**config.mk**
```make
export PLATFORM = sky130hd
export DESIGN_NAME = positional_insert_sequence_store_core
export DESIGN_NICKNAME = d
export VERILOG_FILES = /design/src/hw/rtl/pisq_pkg.sv /design/src/hw/rtl/positional_insert_sequence_store_core.sv /design/src/hw/rtl/pisq_cell.sv /design/src/hw/rtl/pisq_ctrl.sv
export SDC_FILE = /design/constraint.sdc
export NUM_CORES = 2
export LEC_CHECK = 0
export BUFFER_PORTS_ARGS = -buffer_cell sky130_fd_sc_hd__buf_2
export CORE_ASPECT_RATIO = 0.75
export CORE_MARGIN = 5
export CORE_UTILIZATION = 33
export CTS_CLUSTER_DIAMETER = 60
export DETAILED_ROUTE_END_ITERATION = 16
export PLACE_DENSITY = 0.47
export SLEW_MARGIN = 20
export SYNTH_ARGS = -nofsm -noshare
export SYNTH_HDL_FRONTEND = slang
export SYNTH_HIERARCHICAL = 1
export SYNTH_SLANG_ARGS = --single-unit
```
**constraint.sdc**
```tcl
create_clock -name clk -period 5.7 [get_ports clk]
set_input_delay 0.57 -clock clk [delete_from_list [all_inputs] [get_ports clk]]
set_output_delay 0.57 -clock clk [all_outputs]
set_load 0.02 [all_outputs]
```
**src/hw/rtl/pisq_pkg.sv**
```systemverilog
// Shared types and constants for the positional insert sequence store.
`default_nettype none
package pisq_pkg;

  localparam int DEPTH  = 32;
  localparam int IDX_W  = $clog2(DEPTH);
  localparam int CNT_W  = $clog2(DEPTH + 1);
  localparam int POS_W  = 6;
  localparam int DATA_W = 32;

  typedef enum logic [1:0] {
    STATUS_ELEMENT = 2'd0,
    STATUS_INVALID = 2'd1,
    STATUS_FULL    = 2'd2
  } status_t;

  typedef enum logic [1:0] {
    CELL_HOLD   = 2'd0,
    CELL_INSERT = 2'd1,
    CELL_ROT_DN = 2'd2,
    CELL_ROT_UP = 2'd3
  } cell_op_t;

  typedef enum logic [1:0] {
    ST_IDLE = 2'd0,
    ST_FWD  = 2'd1,
    ST_REV  = 2'd2
  } ctrl_state_t;

  typedef struct packed {
    cell_op_t                  op;
    logic [POS_W-1:0]          pos;
    logic [CNT_W-1:0]          count;
    logic signed [DATA_W-1:0]  value;
  } cell_cmd_t;

endpackage : pisq_pkg
`default_nettype wire

```
**src/hw/rtl/positional_insert_sequence_store_core.sv**
```systemverilog
// Top level: a ring of DEPTH value cells driven by the insert/readout sequencer.
// A rejected word is valid the cycle after acceptance; an insert first shifts the
// cells, then its 2*n words (n = count after insert) leave the chain through the
// output register, one per cycle unless stalled, while the input is held off.
// A rejected input yields one word; inputs then follow one per cycle unless stalled.
// Reset clears the sequencer, fill count and output valid; cell contents are not reset.
`default_nettype none
module positional_insert_sequence_store_core
  import pisq_pkg::*;
(
  input  wire logic        clk,
  input  wire logic        rst_n,
  input  wire logic        in_tvalid,
  output logic             in_tready,
  input  wire logic [39:0] in_tdata,   // [5:0] position, [37:6] value, [39:38] zero
  output logic             out_tvalid,
  input  wire logic        out_tready,
  output logic [31:0]      out_tdata,  // [31:0] element
  output logic [2:0]       out_tuser,  // [1:0] status, [2] reverse_pass
  output logic             out_tlast
);

  logic signed [DATA_W-1:0] cell_data [DEPTH];
  cell_cmd_t                cmd;
  status_t                  out_status;
  logic                     out_rev;
  logic signed [DATA_W-1:0] out_elem;

  pisq_ctrl u_ctrl (
    .clk        (clk),
    .rst_n      (rst_n),
    .in_valid   (in_tvalid),
    .in_ready   (in_tready),
    .in_pos     (in_tdata[POS_W-1:0]),
    .in_value   (in_tdata[POS_W+DATA_W-1:POS_W]),
    .head_data  (cell_data[0]),
    .tail_data  (cell_data[DEPTH-1]),
    .cmd        (cmd),
    .out_valid  (out_tvalid),
    .out_ready  (out_tready),
    .out_status (out_status),
    .out_rev    (out_rev),
    .out_elem   (out_elem),
    .out_last   (out_tlast)
  );

  for (genvar i = 0; i < DEPTH; i++) begin : g_cell
    logic signed [DATA_W-1:0] lo_d, hi_d;
    if (i == 0) begin : g_lo_wrap
      assign lo_d = cell_data[DEPTH-1];
    end else begin : g_lo
      assign lo_d = cell_data[i-1];
    end
    if (i == DEPTH - 1) begin : g_hi_wrap
      assign hi_d = cell_data[0];
    end else begin : g_hi
      assign hi_d = cell_data[i+1];
    end
    pisq_cell u_cell (
      .clk      (clk),
      .cell_idx (IDX_W'(i)),
      .cmd      (cmd),
      .lo_data  (lo_d),
      .hi_data  (hi_d),
      .data     (cell_data[i])
    );
  end

  assign out_tdata = out_elem;
  assign out_tuser = {out_rev, out_status};

endmodule : positional_insert_sequence_store_core
`default_nettype wire

```
**src/hw/rtl/pisq_cell.sv**
```systemverilog
// One storage cell of the entry chain: holds one value, shifts on insert, rotates on readout.
`default_nettype none
module pisq_cell
  import pisq_pkg::*;
(
  input  wire logic                     clk,
  input  wire logic [IDX_W-1:0]         cell_idx,
  input  wire cell_cmd_t                cmd,
  input  wire logic signed [DATA_W-1:0] lo_data,
  input  wire logic signed [DATA_W-1:0] hi_data,
  output logic signed [DATA_W-1:0]      data
);

  logic signed [DATA_W-1:0] data_r;
  logic signed [DATA_W-1:0] data_nxt;
  logic [POS_W-1:0]         my_pos;

  assign my_pos = POS_W'(cell_idx);

  always_comb begin
    data_nxt = data_r;
    unique case (cmd.op)
      CELL_HOLD:   data_nxt = data_r;
      CELL_INSERT: begin
        if (my_pos == cmd.pos) begin
          data_nxt = cmd.value;
        end else if (my_pos > cmd.pos && my_pos <= POS_W'(cmd.count)) begin
          // make room: take the entry from below
          data_nxt = lo_data;
        end
      end
      CELL_ROT_DN: data_nxt = hi_data;
      CELL_ROT_UP: data_nxt = lo_data;
      default:     data_nxt = data_r;
    endcase
  end

  always_ff @(posedge clk) begin
    data_r <= data_nxt;
  end

  assign data = data_r;

endmodule : pisq_cell
`default_nettype wire

```
**src/hw/rtl/pisq_ctrl.sv**
```systemverilog
// Sequencer: checks inserts, steers the cell chain and drives the output register.
`default_nettype none
module pisq_ctrl
  import pisq_pkg::*;
(
  input  wire logic                     clk,
  input  wire logic                     rst_n,
  input  wire logic                     in_valid,
  output logic                          in_ready,
  input  wire logic [POS_W-1:0]         in_pos,
  input  wire logic signed [DATA_W-1:0] in_value,
  input  wire logic signed [DATA_W-1:0] head_data,
  input  wire logic signed [DATA_W-1:0] tail_data,
  output cell_cmd_t                     cmd,
  output logic                          out_valid,
  input  wire logic                     out_ready,
  output status_t                       out_status,
  output logic                          out_rev,
  output logic signed [DATA_W-1:0]      out_elem,
  output logic                          out_last
);

  ctrl_state_t              state_r, state_nxt;
  logic [CNT_W-1:0]         fill_r, fill_nxt;
  logic [CNT_W-1:0]         idx_r, idx_nxt;
  logic                     out_valid_r, out_valid_nxt;
  status_t                  out_status_r, out_status_nxt;
  logic                     out_rev_r, out_rev_nxt;
  logic signed [DATA_W-1:0] out_elem_r, out_elem_nxt;
  logic                     out_last_r, out_last_nxt;
  logic                     slot_free, accept, pos_bad, is_full, idx_end, load_out;

  assign slot_free = !out_valid_r || out_ready;
  assign in_ready  = (state_r == ST_IDLE) && slot_free;
  assign accept    = in_valid && in_ready;
  assign pos_bad   = in_pos > POS_W'(fill_r);
  assign is_full   = fill_r == CNT_W'(DEPTH);
  assign idx_end   = idx_r == (fill_r - CNT_W'(1));

  // next state
  always_comb begin
    state_nxt = state_r;
    unique case (state_r)
      ST_IDLE: if (accept && !pos_bad && !is_full) state_nxt = ST_FWD;
      ST_FWD:  if (slot_free && idx_end) state_nxt = ST_REV;
      ST_REV:  if (slot_free && idx_end) state_nxt = ST_IDLE;
      default: state_nxt = ST_IDLE;
    endcase
  end

  // outputs, chain command and counters
  always_comb begin
    cmd            = '{op: CELL_HOLD, pos: in_pos, count: fill_r, value: in_value};
    fill_nxt       = fill_r;
    idx_nxt        = idx_r;
    load_out       = 1'b0;
    out_status_nxt = out_status_r;
    out_rev_nxt    = out_rev_r;
    out_elem_nxt   = out_elem_r;
    out_last_nxt   = out_last_r;
    unique case (state_r)
      ST_IDLE: begin
        if (accept) begin
          if (pos_bad || is_full) begin
            load_out       = 1'b1;
            out_status_nxt = pos_bad ? STATUS_INVALID : STATUS_FULL;
            out_rev_nxt    = 1'b0;
            out_elem_nxt   = '0;
            out_last_nxt   = 1'b1;
          end else begin
            cmd.op   = CELL_INSERT;
            fill_nxt = fill_r + CNT_W'(1);
            idx_nxt  = '0;
          end
        end
      end
      ST_FWD: begin
        if (slot_free) begin
          // emit head, rotate the whole ring down one place
          cmd.op         = CELL_ROT_DN;
          load_out       = 1'b1;
          out_status_nxt = STATUS_ELEMENT;
          out_rev_nxt    = 1'b0;
          out_elem_nxt   = head_data;
          out_last_nxt   = 1'b0;
          idx_nxt        = idx_end ? '0 : idx_r + CNT_W'(1);
        end
      end
      ST_REV: begin
        if (slot_free) begin
          // emit the ring tail and rotate back up; ends with the ring restored
          cmd.op         = CELL_ROT_UP;
          load_out       = 1'b1;
          out_status_nxt = STATUS_ELEMENT;
          out_rev_nxt    = 1'b1;
          out_elem_nxt   = tail_data;
          out_last_nxt   = idx_end;
          idx_nxt        = idx_end ? '0 : idx_r + CNT_W'(1);
        end
      end
      default: cmd.op = CELL_HOLD;
    endcase
    out_valid_nxt = load_out ? 1'b1 : (out_ready ? 1'b0 : out_valid_r);
  end

  always_ff @(posedge clk) begin
    if (!rst_n) begin
      state_r     <= ST_IDLE;
      fill_r      <= '0;
      idx_r       <= '0;
      out_valid_r <= 1'b0;
    end else begin
      state_r     <= state_nxt;
      fill_r      <= fill_nxt;
      idx_r       <= idx_nxt;
      out_valid_r <= out_valid_nxt;
    end
  end

  always_ff @(posedge clk) begin
    out_status_r <= out_status_nxt;
    out_rev_r    <= out_rev_nxt;
    out_elem_r   <= out_elem_nxt;
    out_last_r   <= out_last_nxt;
  end

  assign out_valid  = out_valid_r;
  assign out_status = out_status_r;
  assign out_rev    = out_rev_r;
  assign out_elem   = out_elem_r;
  assign out_last   = out_last_r;

endmodule : pisq_ctrl
`default_nettype wire
```
==> impl_metrics.tcl <==
set metrics [dict create \
    synth.mux.area_fraction_pct 27.5 \
    synth_area_um2 76700 \
    cp-end-kind "register" \
    synth_flop_cell "edfxtp_1" \
    rsz0062_at_grt "no" \
    finalCritPeriodShare_pct 64.3 \
    core-area_um2 232000 \
    yosysSeqAreaShare_pct 41.9 \
    critPathMaxFanout 64 \
    post_cts_resized 0 \
    die_y_um 428 \
    leakagePower_uw 0.0271 \
    slew_headroom_pct 21.9 \
    tritoncts "done" \
    place_congestion 0.828 \
    yosys.area_share.simple_pct 6.99 \
    p_total_uw 21700 \
    boundaryPins 82 \
    period_minus_slack_ns 3.67 \
    antenna_left 0 \
    crit_required_ns 6.15 \
    post_cts_buffers 0 \
    crit_buf_inv 4 \
    synth_edf_count 1060 \
    synth_fa_ha_area_share_pct 5.45 \
    ys_warn_count 6 \
    dieArea_um2 242000 \
    hp-class "primary input to register" \
    finalSetupViolCount 0 \
    tightest_slew_ns 1.17 \
    synthArstFlopShare_pct 0 \
    numCtsBuffers 121 \
    synth_top_family_by_area "multiplexers" \
    synth_seq_cells 1075 \
    crit_chain "inv_1, ha_1, nor2b_4, o21a_4, o31ai_4, nand2_1, a21oi_4, buf_12, buf_4, buf_12, nor2b_1, a211oi_1, a21oi_1" \
    dr.pass1.iters 6 \
    layout_commonest_cell "mux2i_1" \
    start_util_pct 33.1 \
    cts_root_buf "clkbuf_16" \
    netlist_top_cells_area "edfxtp_1 41%, mux2i_1 28%, ha_1 5.4%, a211oi_1 4.7%, nor2b_1 4.2%" \
    synth-compound-area-share_pct 11.1 \
    grt_overflow_total 0 \
    die_x_um 567 \
    synth_xor_area_share_pct 0.137 \
    holdBufCountCts 0 \
    via_per_inst 5.44 \
    hpwl_um 166000 \
    grt_max_degree 102 \
    drive_gt1_share_pct 7.35 \
    max_freq_mhz 273 \
    htreeDepth 3 \
    hold_viol 0 \
    drc 0 \
    drt_wl_total_um 251000 \
    vias 53900 \
    antenna_found_initial 9 \
    yosysTopAreaCell "edfxtp_1" \
    cts_sinks 1075 \
    clk_pin_slew_ns 0.06 \
    clk_latency_ns 0.76 \
    first_iter_violations 4697 \
    vdd_drop_max_v 0.000236 \
    slew_violations 0 \
    grt_pass1_wl_um 364000 \
    status "finished clean" \
    rows 153 \
    critPathLaunchType "register" \
    track_usage_pct 19.8 \
    syn_to_final_growth_pct 8.99 \
    crit_top_cell "buf_12" \
    synth_cell_types 58 \
    grt_pass1_vias 52600 \
    layout_common_cells "2109 x mux2i_1, 1060 x edfxtp_1, 525 x a21oi_1" \
    max_stage_delay_ns 0.41 \
    drv_cap 0 \
    crit_type "register to register" \
    crit_family "compound AO/OA/AOI/OAI gates" \
    port_buffers 79 \
    syn_inst 6554 \
    synth_top_area_share_pct 41.5 \
    cp.arrival_ns 4.12 \
    postSynthAreaPerCell_um2 11.7 \
    clock-skew-final_ns 0.0555 \
    nNetsFinal 7068 \
    clock_tree.buffer_depth 3 \
    avgRoutedWirePerCell_um 25.3 \
    tns_ns 0 \
    crit_slowest_cell "o31ai_4" \
    p_per_area_nw_per_um2 259 \
]
-- state kept, by name, indices dropped and copies added, names as in the netlist --
signal              flops
u_ctrl/out_last         1
u_ctrl/state_r          2
u_ctrl/out_elem        32
u_ctrl/out_valid        1
u_ctrl/fill_r           6
u_ctrl/out_status       2
u_ctrl/out_rev          1
u_ctrl/idx_r            6
g_cell.u_cell/data   1024
-- metal layers --
layer,vias up,wire [um],global-route usage (%)
li1,24900,-,-
met1,27200,121000,29.3
met2,1498,110000,30.8
met3,265,15600,3.22
met4,0,4320,3.72
met5,-,0,0
-- worst paths after layout --
check / start / end / slack [ns] / depth (start not counted)
setup reg to reg: u_ctrl/fill_r[1] / g_cell[7].u_cell/data[14] / 2.03 / 13
hold / removal: rst_n / u_ctrl/state_r[0] / 0.11 / 2
setup / recovery: u_ctrl/fill_r[1] / g_cell[7].u_cell/data[14] / 2.03 / 13
hold reg to reg: u_ctrl/idx_r[4] / u_ctrl/idx_r[4] / 0.52 / 2
-- final cells by class --
cell class,count,area (um^2)
Antenna cell,5,12.5
Clock buffer,162,3180
Clock inverter,61,507
Fill cell,22800,148000
Inverter,365,1370
Multi-Input combinational cell,4891,40400
Sequential cell,1075,32100
Tap cell,3100,3880
Timing Repair Buffer,236,2170
-- Yosys cell counts (4+ instances only) --
| cell | n |
|---|---|
| a21o_2 | 18 |
| o31ai_1 | 4 |
| o21a_1 | 32 |
| buf_12 | 96 |
| edfxtp_1 | 1060 |
| buf_6 | 20 |
| nand3_1 | 42 |
| xnor2_1 | 10 |
| a32oi_1 | 18 |
| a22oi_1 | 32 |
| buf_2 | 179 |
| buf_1 | 19 |
| and4b_1 | 18 |
| nand2_1 | 52 |
| inv_1 | 350 |
| nor2_8 | 14 |
| ha_1 | 334 |
| a21oi_1 | 526 |
| a21o_1 | 48 |
| buf_4 | 39 |
| nand4b_4 | 14 |
| a31oi_1 | 35 |
| clkbuf_1 | 156 |
| nor3_1 | 18 |
| nor2_1 | 63 |
| inv_2 | 15 |
| a211oi_1 | 483 |
| nor2b_1 | 516 |
| o22ai_1 | 14 |
| o21ai_0 | 72 |
| and3_1 | 51 |
| nand2b_1 | 18 |
| dfxtp_1 | 15 |
| a31o_1 | 32 |
| mux2i_1 | 2109 |
-- power breakdown --
| group | internal, uW | total (uW) | switching, uW |
|---|---|---|---|
| sequential | 9520 | 10100 | 596 |
| clock | 4140 | 7670 | 3530 |
| combinational | 1490 | 3910 | 2410 |
| total | 15200 | 21700 | 6530 |
-- per-stage QoR --
| step | cell area, um^2 | worst slack, ns | std cells | util [%] | hold slack (ns) |
|---|---|---|---|---|---|
| after floorplan | 77800 | 0.453 | 6840 | - | 0.477 |
| after global placement | 79900 | 1.51 | 9666 | 34.5 | 0.507 |
| after detailed placement | 79900 | 1.46 | 9666 | 34.5 | 0.514 |
| after CTS | 83600 | 1.98 | 9889 | 36.1 | 0.0331 |
| after global routing | 83600 | 1.66 | 9892 | 36.1 | 0.0590 |
| final | 83600 | 2.03 | 9895 | 36.1 | 0.110 |
-- kinds of logic (layout without fill, tap and decap cells) --
kind of cell               count (synthesis)  in the layout
adders and majority gates                334            334
xor gates and xnor gates                  12             12
AOI/OAI and AO/OA                       1322           1322
and+or+nand+nor                          826            826
DFF                                     1075           1075
buffers and inverters                    874            824
muxes                                   2109           2109
other                                      2            293
(Power assumes the default switching activity.)
